===== config.mk =====
export PLATFORM = sky130hd
export DESIGN_NAME = sync_length_address_frame_parser
export DESIGN_NICKNAME = d
export VERILOG_FILES = /design/src/hdl/slafp_pkg.sv /design/src/hdl/sync_length_address_frame_parser.sv /design/src/hdl/slafp_ram.sv
export SDC_FILE = /design/constraint.sdc
export NUM_CORES = 1
export LEC_CHECK = 0
export BUFFER_PORTS_ARGS = -buffer_cell sky130_fd_sc_hd__buf_2
export CELL_PAD_IN_SITES_DETAIL_PLACEMENT = 1
export CELL_PAD_IN_SITES_GLOBAL_PLACEMENT = 1
export CORE_MARGIN = 3
export CORE_UTILIZATION = 53
export DETAILED_ROUTE_END_ITERATION = 6
export PLACE_DENSITY = 0.82
export SLEW_MARGIN = 5
export SYNTH_ARGS = -nofsm -noshare
export SYNTH_HDL_FRONTEND = slang
export SYNTH_SLANG_ARGS = --single-unit

===== constraint.sdc =====
create_clock -name clock -period 3.9 [get_ports clock]
set_input_delay 0.195 -clock clock [delete_from_list [all_inputs] [get_ports clock]]
set_output_delay 0.195 -clock clock [all_outputs]
set_load 0.01 [all_outputs]

===== src/hdl/slafp_pkg.sv =====
// Shared constants for the sync, length and address frame parser.
// Used by the top level; depends on nothing.
package slafp_pkg;

   localparam int MAX_PAYLOAD = 32;
   localparam int STORE_ADDR_W = (MAX_PAYLOAD > 1) ? $clog2(MAX_PAYLOAD) : 1;
   localparam int LEN_W = $clog2(MAX_PAYLOAD + 1);

   localparam int BYTE_W = 8;
   localparam int PLEN_FIELD_W = 6;
   localparam int INDEX_FIELD_W = 5;
   localparam int RSP_DATA_W = 32;
   localparam int RSP_USED_W = BYTE_W + PLEN_FIELD_W + INDEX_FIELD_W + BYTE_W;

   localparam logic CSR_SYNC_HIGH = 1'b0;
   localparam logic CSR_SYNC_LOW = 1'b1;

   localparam logic [BYTE_W-1:0] SYNC_HIGH_RESET = 8'd170;
   localparam logic [BYTE_W-1:0] SYNC_LOW_RESET = 8'd85;

endpackage


===== src/hdl/sync_length_address_frame_parser.sv =====
// Top level of the sync, length and address frame parser.
// Depends on slafp_pkg and on the generic RAM slafp_ram for the payload store.
//
//   Channel   Direction  Handshake                Payload
//   req       in         req_tvalid/req_tready    tdata: rx_byte
//   rsp       out        rsp_tvalid/rsp_tready    tdata: address, length, index, data; tlast
//   csr       in         csr_we                   csr_index, csr_wdata
//
// Header and payload bytes take one cycle each when the result register is free.
// Replay of a stored frame passes through ST_WAIT and ST_SEND for each result, as the
// payload RAM has a registered read; req_tready is low during the replay.
// An empty frame gives its single result directly from the address byte.
// Reset is synchronous; the payload RAM is not cleared and needs no clearing pass.
// A stalled result holds in the output register and blocks further items.
module sync_length_address_frame_parser (
   input  logic        clock,
   input  logic        reset,
   input  logic        req_tvalid,
   output logic        req_tready,
   input  logic [7:0]  req_tdata,   // [7:0] rx_byte
   output logic        rsp_tvalid,
   input  logic        rsp_tready,
   output logic [31:0] rsp_tdata,   // [7:0] node_address, [13:8] payload_length,
                                    // [18:14] byte_index, [26:19] data_byte, [31:27] zero
   output logic        rsp_tlast,   // last
   input  logic        csr_we,
   input  logic        csr_index,
   input  logic [7:0]  csr_wdata
);

   typedef enum logic [2:0] {
      ST_HUNT,
      ST_LEN,
      ST_ADDR,
      ST_DATA,
      ST_WAIT,
      ST_SEND
   } state_type;

   localparam int AW = slafp_pkg::STORE_ADDR_W;
   localparam int LW = slafp_pkg::LEN_W;
   localparam int BW = slafp_pkg::BYTE_W;

   state_type state_ff, state_in;
   logic [BW-1:0] sync_high_byte_ff, sync_high_byte_in;
   logic [BW-1:0] sync_low_byte_ff, sync_low_byte_in;
   logic armed_ff, armed_in;
   logic [LW-1:0] len_ff, len_in;
   logic [BW-1:0] addr_ff, addr_in;
   logic [LW-1:0] fill_ff, fill_in;
   logic [LW-1:0] rd_idx_ff, rd_idx_in;
   logic rsp_valid_ff, rsp_valid_in;
   logic [BW-1:0] rsp_addr_ff, rsp_addr_in;
   logic [slafp_pkg::PLEN_FIELD_W-1:0] rsp_len_ff, rsp_len_in;
   logic [slafp_pkg::INDEX_FIELD_W-1:0] rsp_idx_ff, rsp_idx_in;
   logic [BW-1:0] rsp_data_ff, rsp_data_in;
   logic rsp_last_ff, rsp_last_in;

   logic out_free;
   logic accept;
   logic ram_we;
   logic [BW-1:0] ram_rdata;
   logic [LW-1:0] fill_next;
   logic [LW-1:0] rd_idx_next;

   slafp_ram #(
      .WIDTH(BW),
      .DEPTH(slafp_pkg::MAX_PAYLOAD)
   ) u_store (
      .clock   (clock),
      .wr_en   (ram_we),
      .wr_addr (fill_ff[AW-1:0]),
      .wr_data (req_tdata),
      .rd_addr (rd_idx_ff[AW-1:0]),
      .rd_data (ram_rdata)
   );

   assign out_free = !rsp_valid_ff || rsp_tready;
   assign req_tready = out_free && (state_ff != ST_WAIT) && (state_ff != ST_SEND);
   assign accept = req_tvalid && req_tready;
   assign ram_we = accept && (state_ff == ST_DATA);
   assign fill_next = fill_ff + LW'(1);
   assign rd_idx_next = rd_idx_ff + LW'(1);

   always_comb begin
      state_in = state_ff;
      armed_in = armed_ff;
      len_in = len_ff;
      addr_in = addr_ff;
      fill_in = fill_ff;
      rd_idx_in = rd_idx_ff;
      rsp_valid_in = rsp_valid_ff && !rsp_tready;
      rsp_addr_in = rsp_addr_ff;
      rsp_len_in = rsp_len_ff;
      rsp_idx_in = rsp_idx_ff;
      rsp_data_in = rsp_data_ff;
      rsp_last_in = rsp_last_ff;
      sync_high_byte_in = sync_high_byte_ff;
      sync_low_byte_in = sync_low_byte_ff;

      if (csr_we) begin
         case (csr_index)
            slafp_pkg::CSR_SYNC_HIGH: sync_high_byte_in = csr_wdata;
            slafp_pkg::CSR_SYNC_LOW:  sync_low_byte_in = csr_wdata;
            default: ;
         endcase
      end

      case (state_ff)
         ST_HUNT: begin
            if (accept) begin
               if (armed_ff && req_tdata == sync_low_byte_ff) begin
                  state_in = ST_LEN;
               end else if (req_tdata == sync_high_byte_ff) begin
                  armed_in = 1'b1;
               end
            end
         end
         ST_LEN: begin
            if (accept) begin
               if (32'(req_tdata) > 32'(slafp_pkg::MAX_PAYLOAD)) begin
                  state_in = ST_HUNT;
                  armed_in = 1'b0;
                  len_in = '0;
                  addr_in = '0;
                  fill_in = '0;
               end else begin
                  len_in = LW'(req_tdata);
                  state_in = ST_ADDR;
               end
            end
         end
         ST_ADDR: begin
            if (accept) begin
               if (len_ff == '0) begin
                  rsp_valid_in = 1'b1;
                  rsp_addr_in = req_tdata;
                  rsp_len_in = '0;
                  rsp_idx_in = '0;
                  rsp_data_in = '0;
                  rsp_last_in = 1'b1;
                  state_in = ST_HUNT;
                  armed_in = 1'b0;
                  len_in = '0;
                  addr_in = '0;
                  fill_in = '0;
               end else begin
                  addr_in = req_tdata;
                  state_in = ST_DATA;
               end
            end
         end
         ST_DATA: begin
            if (accept) begin
               fill_in = fill_next;
               if (fill_next >= len_ff) begin
                  rd_idx_in = '0;
                  state_in = ST_WAIT;
               end
            end
         end
         ST_WAIT: begin
            state_in = ST_SEND;
         end
         ST_SEND: begin
            if (out_free) begin
               rsp_valid_in = 1'b1;
               rsp_addr_in = addr_ff;
               rsp_len_in = slafp_pkg::PLEN_FIELD_W'(len_ff);
               rsp_idx_in = slafp_pkg::INDEX_FIELD_W'(rd_idx_ff);
               rsp_data_in = ram_rdata;
               rsp_last_in = (rd_idx_next == len_ff);
               if (rd_idx_next == len_ff) begin
                  state_in = ST_HUNT;
                  armed_in = 1'b0;
                  len_in = '0;
                  addr_in = '0;
                  fill_in = '0;
               end else begin
                  rd_idx_in = rd_idx_next;
                  state_in = ST_WAIT;
               end
            end
         end
         default: begin
            state_in = ST_HUNT;
         end
      endcase
   end

   always_ff @(posedge clock) begin
      if (reset) begin
         state_ff <= ST_HUNT;
         armed_ff <= 1'b0;
         len_ff <= '0;
         addr_ff <= '0;
         fill_ff <= '0;
         rd_idx_ff <= '0;
         rsp_valid_ff <= 1'b0;
         sync_high_byte_ff <= slafp_pkg::SYNC_HIGH_RESET;
         sync_low_byte_ff <= slafp_pkg::SYNC_LOW_RESET;
      end else begin
         state_ff <= state_in;
         armed_ff <= armed_in;
         len_ff <= len_in;
         addr_ff <= addr_in;
         fill_ff <= fill_in;
         rd_idx_ff <= rd_idx_in;
         rsp_valid_ff <= rsp_valid_in;
         sync_high_byte_ff <= sync_high_byte_in;
         sync_low_byte_ff <= sync_low_byte_in;
      end
      rsp_addr_ff <= rsp_addr_in;
      rsp_len_ff <= rsp_len_in;
      rsp_idx_ff <= rsp_idx_in;
      rsp_data_ff <= rsp_data_in;
      rsp_last_ff <= rsp_last_in;
   end

   assign rsp_tvalid = rsp_valid_ff;
   assign rsp_tlast = rsp_last_ff;
   assign rsp_tdata = {{(slafp_pkg::RSP_DATA_W - slafp_pkg::RSP_USED_W){1'b0}},
                       rsp_data_ff, rsp_idx_ff, rsp_len_ff, rsp_addr_ff};

endmodule


===== src/hdl/slafp_ram.sv =====
// Generic single-port-write, single-port-read RAM with a registered read.
// Stand-alone; used for the payload store of the frame parser.
module slafp_ram #(
   parameter int WIDTH = 8,
   parameter int DEPTH = 32
) (
   input  logic                                     clock,
   input  logic                                     wr_en,
   input  logic [((DEPTH > 1) ? $clog2(DEPTH) : 1)-1:0] wr_addr,
   input  logic [WIDTH-1:0]                         wr_data,
   input  logic [((DEPTH > 1) ? $clog2(DEPTH) : 1)-1:0] rd_addr,
   output logic [WIDTH-1:0]                         rd_data
);

   logic [WIDTH-1:0] mem_ff [DEPTH];
   logic [WIDTH-1:0] rd_data_ff;

   always_ff @(posedge clock) begin
      if (wr_en) begin
         mem_ff[wr_addr] <= wr_data;
      end
      rd_data_ff <= mem_ff[rd_addr];
   end

   assign rd_data = rd_data_ff;

endmodule


# Yosys cells after proc, flatten, opt, wreduce, memory -nomap -nowiden
# Memory sizes are Yosys's and may differ from the RTL's. A register that Yosys moved wholly into a read port is not among the register bits.
# Cells that the tools add are included.
[word_totals] regBits=75 ramBits=256 output_inout_bits=35 wordCells=136 mem_count=1
[op_classes] add_sub_neg=2 magnitude_cmp=2 n_eq_ne=23 mux=68 bitwise_logic=1 n_reduce_logical=25
[mem_list] memory="u_store.mem_ff" words=32 word_bits=8 rd=1 rd_ports_with_merged_regs=1 write_ports=1 line_no="slafp_ram.sv:15" text="logic [WIDTH-1:0] mem_ff [DEPTH];"
[ops] operator="$mux 8" count=12
[ops] operator="$mux 6" count=14
[ops] operator="$pmux 8 s2" count=2
[ops] operator="$mux 3" count=8
[ops] operator="$ne 2x2->1 const B" count=12
[ops] operator="$pmux 6 s2" count=2
[ops] operator="$pmux 6 s4" count=1
[ops] operator="$pmux 8 s3" count=1
[ops] operator="$pmux 3 s6" count=1
[ops] operator="$pmux 6 s3" count=1
[ops] operator="$mux 1" count=17
[ops] operator="$eq 8x8->1" count=2
[ops] operator="$mux 5" count=3
[ops] operator="$add 6x1->6 const B" count=2
[ops] operator="$reduce_and 6->1" count=2
[ops] operator="$pmux 5 s2" count=1
[ops] operator="$reduce_and 10->1" count=1
[ops] operator="$gt 8x6->1 const B" count=1
[ops] operator="$reduce_and 8->1" count=1
[ops] operator="$reduce_bool 4->1" count=2
[ops] operator="$reduce_and 7->1" count=1
[ops] operator="$eq 3x2->1 const B" count=2
[ops] operator="$eq 3x3->1 const B" count=2
[ops] operator="$eq 6x6->1" count=1
[ops] operator="18 further kinds" count=29

# Logic depth before layout (Yosys ltp)
[depth] depth_word=8 depth_mapped=10 ltp_nobuf=9

# Modules after synthesis
# From an unflattened synthesis, not the netlist that was laid out.
[unflattened] cells_unflattened=833 area_unflattened_um2=13775.7
[modules_own_cells] module="slafp_ram" instances=1 cells_per_inst=417 area_each_um2=10053.4 seq_area_each_um2=7847.5
[modules_own_cells] module="sync_length_address_frame_parser" instances=1 cells_per_inst=416 area_each_um2=3722.3 seq_area_each_um2=1781.7

# Least setup slack after synthesis
# OpenSTA, ideal clock, no wires.
[synth_timing] path_kind="reg2reg" from="register state_ff[1]" to="register rsp_addr_ff[0], enable pin" setup_time_ns=0.413 arrival_ns=2.499 required_ns=3.487 setup_slack_ns=0.988 path_stages_with_launch=8 path_cell_list="dfxtp_1 > buf_2 > nor2b_1 > clkbuf_1 > and2_1 > clkbuf_1 > a31oi_1 > nor2_1"
[synth_between] elab_chain_cells=6 word_cells_on_any_way=12
[synth_rtl] item="from (decl)" line_no="sync_length_address_frame_parser.sv:44" text="state_type state_ff, state_in;"
[synth_rtl] item="from (signal assigned)" line_no="sync_length_address_frame_parser.sv:203" text="state_ff <= state_in;"
[synth_rtl] item="$ne 3x3->1" line_no="sync_length_address_frame_parser.sv:79" text="assign req_tready = out_free && (state_ff != ST_WAIT) && (state_ff != ST_SEND);"
[synth_rtl] item="$logic_and 1x1->1 (2 in series)" line_no="sync_length_address_frame_parser.sv:79"
[synth_rtl] item="$logic_and 1x1->1" line_no="sync_length_address_frame_parser.sv:80" text="assign accept = req_tvalid && req_tready;"
[synth_rtl] item="$ne 2x2->1 (no source line)"
[synth_rtl] item="$reduce_and 4->1 (no source line) (*)"
[synth_rtl] item="to (signal assigned)" line_no="sync_length_address_frame_parser.sv:213" text="rsp_addr_ff <= rsp_addr_in;"
[synth_rtl] item="to (decl)" line_no="sync_length_address_frame_parser.sv:53" text="logic [BW-1:0] rsp_addr_ff, rsp_addr_in;"
# Every way passes the cells marked *; elsewhere a longest branch is shown, timed or not.
# A chain may end at the register's enable or synchronous reset.

# Final worst setup path
[layout_timing] from="register state_ff[1]" to="memory u_store.mem_ff[22][1], enable pin"
[layout_between] elab_chain_cells=7 word_cells_on_any_way=9
[layout_rtl] item="$ne 3x3->1" line_no="sync_length_address_frame_parser.sv:79"
[layout_rtl] item="$logic_and 1x1->1 (2 in series)" line_no="sync_length_address_frame_parser.sv:79"
[layout_rtl] item="$logic_and 1x1->1" line_no="sync_length_address_frame_parser.sv:80"
[layout_rtl] item="$logic_and 1x1->1 (*)" line_no="sync_length_address_frame_parser.sv:81" text="assign ram_we = accept && (state_ff == ST_DATA);"
[layout_rtl] item="$mux 1 (*)" line_no="slafp_ram.sv:19" text="if (wr_en) begin"
[layout_rtl] item="$mux 1 (not written as such) (*)" line_no="slafp_ram.sv:20" text="mem_ff[wr_addr] <= wr_data;"
[layout_rtl] item="to (decl)" line_no="slafp_ram.sv:15"
# Marks and branches as above.

==> impl_table.tex <==
\begin{tabular}{lr}
\hline
Metric & Value \\
\hline
\multicolumn{2}{l}{\textbf{Status}} \\
\quad Status & finished clean \\
\multicolumn{2}{l}{\textbf{Run}} \\
\quad Max-cap violations & 0 \\
\multicolumn{2}{l}{\textbf{Synthesis}} \\
\quad Sequential-to-total area share from yosys stat & 69.1\% \\
\quad Synthesized area divided by synthesized cell count & 16.2 sq um \\
\quad XOR/XNOR share of the synthesized area & 1.70\% \\
\quad Count of unique library cells instantiated by Yosys & 61 \\
\quad Fraction of the mapped netlist area in adder cells & 0.987\% \\
\quad Post-Syn Instances & 862 \\
\quad Synthesis-stage register bit count & 339 \\
\quad Fraction of registers with async set or reset after synthesis & 0\% \\
\quad Synthesized-area fraction occupied by ao, oa, aoi and oai cells & 2.85\% \\
\quad Post-synth EDFFs & 284 \\
\quad Post-synthesis mux area share & 14.7\% \\
\quad Post-synthesis simple-gate area fraction & 8.67\% \\
\quad Main combinational cell family by area after synthesis & multiplexers \\
\quad Yosys warning total & 0 \\
\quad Primary FF master, synth & sky130\_fd\_sc\_hd\_\_edfxtp\_1 \\
\quad Syn Std Cell Area & 13900 sq um \\
\multicolumn{2}{l}{\textbf{Pwr}} \\
\quad Part of the power in registers & 49.9\% \\
\quad Total power after layout & 8.02 mW \\
\quad Combinational share of power & 4.4\% \\
\quad Total leakage power & 5.19 nW \\
\quad Max rail drop VDD & 413 uV \\
\quad Clock group share of total power & 45.6\% \\
\quad Proportion of total power due to net switching & 20.8\% \\
\quad Pwr dens & 505 nW/um\^{}2 \\
\quad Design internal power & 6.35 mW \\
\quad Net switching power of the design & 1.67 mW \\
\multicolumn{2}{l}{\textbf{Hold path}} \\
\quad Number of cells on the worst hold path & 3 \\
\quad Worst hold-check path type & input pin to flip-flop \\
\multicolumn{2}{l}{\textbf{STA}} \\
\quad Achievable Freq & 344 MHz \\
\quad Headroom to the max-slew limit & 28.0\% \\
\quad RSZ-0062 raised after global routing & false \\
\quad Clock skew after layout & 0.0220 ns \\
\quad Final hold violation count & 0 \\
\quad Pin slew with the least headroom to its limit & 1.08 ns \\
\quad Final min period & 2.91 ns \\
\quad Accumulated negative setup slack & 0 ns \\
\quad Final setup viols & 0 \\
\quad Final Cycle Share & 74.6\% \\
\quad Number of max-slew violations in the final report & 0 \\
\multicolumn{2}{l}{\textbf{Finish}} \\
\quad Net total in the final layout & 959 \\
\quad Total area of multi-input combinational cells & 4060 sq um \\
\quad Register cell area after layout & 9630 sq um \\
\quad Fillcell total & 2291 \\
\quad Layout-stage area growth over the synthesis result & 13.8\% \\
\quad Number of antenna repair diodes & 0 \\
\quad Commonest cells after routing, fill and taps aside & 284 x sky130\_fd\_sc\_hd\_\_edfxtp\_1, 105 x sky130\_fd\_sc\_hd\_\_nand2\_1, 80 x sky130\_fd\_sc\_hd\_\_mux4\_2 \\
\quad Share of layout cells above drive strength 1 & 23.1\% \\
\quad Leading cell type in the layout, fill and taps excluded & sky130\_fd\_sc\_hd\_\_edfxtp\_1 \\
\multicolumn{2}{l}{\textbf{Die}} \\
\quad Floorplan row count & 58 \\
\quad Height of the chip & 168 um \\
\quad Starting density of the core & 54.6\% \\
\quad Die X-Extent & 168 um \\
\quad Core footprint & 25500 sq um \\
\quad Boundary Pins & 57 \\
\quad Overall die area & 28300 sq um \\
\multicolumn{2}{l}{\textbf{Routing}} \\
\quad Detailed router's first-iteration violation count & 815 \\
\quad Number of iterations in the first detailed-routing pass & 5 \\
\quad Vias after detailed routing & 7902 \\
\quad DRT antenna net count & 0 \\
\quad Via-per-instance ratio & 6.16 \\
\quad DRC errors left & 0 \\
\quad Routed wire length & 35200 um \\
\quad Post-detailed-route wirelength per cell & 27.4 um \\
\multicolumn{2}{l}{\textbf{Clock network}} \\
\quad Clock root buffer & sky130\_fd\_sc\_hd\_\_clkbuf\_16 \\
\quad Maximum buffer depth of the clock tree & 3 \\
\quad Clock slew at reported path FFs & 0.06 ns \\
\quad Total number of clock tree sinks & 339 \\
\quad Number of setup buffers added after CTS & 0 \\
\quad CTS Buf Count & 36 \\
\quad Number of H-tree levels & 2 \\
\quad Clock latency on the worst-skew pair & 0.53 ns \\
\quad CTS tree & yes \\
\multicolumn{2}{l}{\textbf{Worst setup path}} \\
\quad Crit path launch type & flip-flop \\
\quad Cell with the largest stage delay on the worst path & sky130\_fd\_sc\_hd\_\_nor2\_1 \\
\quad Worst-path cell chain & nand2\_1 > nor2\_1 > and2\_0 > nand2\_1 > nor2\_1 \\
\quad Worst setup EP type & flip-flop \\
\quad Req. time, crit path & 4.06 ns \\
\quad Kind of critical path & flip-flop to flip-flop \\
\quad Critical Path AT & 3.07 ns \\
\quad R2R depth & 5 \\
\quad Critical-path maximum fanout & 10 \\
\quad Max incr delay on CP & 0.77 ns \\
\multicolumn{2}{l}{\textbf{Global routing}} \\
\quad Initial antenna violation count & 1 \\
\quad Tot GR Track Use & 25.5\% \\
\quad Total grt overflow & 0 \\
\quad Pin count of the biggest net entering global routing & 39 \\
\quad Vias in the first global route & 8404 \\
\quad First-pass GRT wire length & 53700 um \\
\multicolumn{2}{l}{\textbf{Placement}} \\
\quad Placer Congestion & 0.868 \\
\quad DPL Wire Length & 22200 um \\
\quad Buffers added on ports & 51 \\
\hline
\end{tabular}
[layer usage]
layer / share of wire [%] / GRT usage [%]
met5: 0.034 / 0
met2: 50 / 42.8
met1: 40 / 34.4
met3: 6.3 / 4.41
met4: 2.9 / 8.54
[final timing paths]
path | slack (ns) | to | start
max reg2reg | 0.99 | u_store.mem_ff[22][1] | state_ff[1]
min reg2reg | 0.46 | addr_ff[3] | addr_ff[3]
max | 0.99 | u_store.mem_ff[22][1] | state_ff[1]
min | 0.06 | sync_low_byte_ff[0] | csr_index
[flip-flops by register name, indices dropped and copies added, names as in the netlist]
| register | flops |
|---|---|
| addr_ff | 8 |
| armed_ff | 1 |
| fill_ff | 6 |
| len_ff | 6 |
| rd_idx_ff | 6 |
| rsp_addr_ff | 8 |
| rsp_data_ff | 8 |
| rsp_idx_ff | 5 |
| rsp_len_ff | 6 |
| rsp_tlast | 1 |
| rsp_tvalid | 1 |
| state_ff | 3 |
| sync_high_byte_ff | 8 |
| sync_low_byte_ff | 8 |
| u_store.mem_ff | 256 |
| u_store.rd_data | 8 |
[cell families (layout without fill, tap and decap cells)]
logic type | Yosys count | after routing
XOR/XNOR | 27 | 27
other | 1 | 5
AO/OA/AOI/OAI | 60 | 60
adder cells (fa/ha/maj) | 11 | 11
flip-flops | 339 | 339
multiplexers | 105 | 105
buffers and inverters | 64 | 151
AND/OR/NAND/NOR | 255 | 255
[Yosys cell counts, types with 6 or more instances]
cell | number | area [sq um]
sky130_fd_sc_hd__xnor2_1 | 11 | 96.3
sky130_fd_sc_hd__and3_1 | 17 | 106
sky130_fd_sc_hd__dfxtp_1 | 55 | 1100
sky130_fd_sc_hd__a21oi_1 | 21 | 105
sky130_fd_sc_hd__nor2_1 | 56 | 210
sky130_fd_sc_hd__buf_1 | 6 | 22.5
sky130_fd_sc_hd__ha_1 | 11 | 138
sky130_fd_sc_hd__edfxtp_1 | 284 | 8530
sky130_fd_sc_hd__xor2_1 | 16 | 140
sky130_fd_sc_hd__buf_2 | 12 | 60.1
sky130_fd_sc_hd__inv_1 | 11 | 41.3
sky130_fd_sc_hd__clkbuf_1 | 28 | 105
sky130_fd_sc_hd__nand2_1 | 105 | 394
sky130_fd_sc_hd__o21ai_0 | 12 | 60.1
sky130_fd_sc_hd__nand3_1 | 28 | 140
sky130_fd_sc_hd__nor3_1 | 9 | 45.0
sky130_fd_sc_hd__mux4_2 | 80 | 1800
sky130_fd_sc_hd__mux2i_1 | 24 | 240
[stage by stage]
stage / util, % / setup WS (ns) / instances / hold WS (ns) / cell area (sq um)
2_1_floorplan: - / 0.988 / 866 / 0.294 / 14000
6_report: 62.1 / 0.991 / 1283 / 0.0579 / 15900
3_5_place_dp: 56.8 / 1.07 / 1210 / 0.440 / 14500
3_3_place_gp: 56.8 / 1.26 / 1210 / 0.429 / 14500
5_1_grt: 62.1 / 0.788 / 1283 / 0.0665 / 15900
4_1_cts: 62.1 / 1.05 / 1283 / 0.00740 / 15900
[critical path: cells and delay by family, from the launching register on]
kind / cells / cell delay, ns
DFF: 1 / 0.52
and+or+nand+nor: 5 / 2.01
[power by group through the flow]
stage / Clock, mW / Sequential [mW] / Combinational [mW]
after floorplan: 0 / 4.07 / 0.197
after global placement: 0 / 4.07 / 0.330
after detailed placement: 0 / 4.08 / 0.342
after CTS: 3.72 / 4.00 / 0.353
after global routing: 3.87 / 4.01 / 0.387
final: 3.66 / 4.00 / 0.356
[repair_timing]
action / CTS / global route
endpoints found under the hold margin: 16 / 0
resized for setup: 0 / 0
hold buffers: 8 / 0
[final cells by class]
type                    instances  share of cell area [%]
flip-flops and latches        339                    60.7
multi-input cells             463                    25.6
clock buffers                  43                    6.17
inverters                      13                   0.308
well taps                     330                    2.60
clock inverters                22                    1.87
repair buffers                 73                    2.78
(Power assumes the default switching activity.)
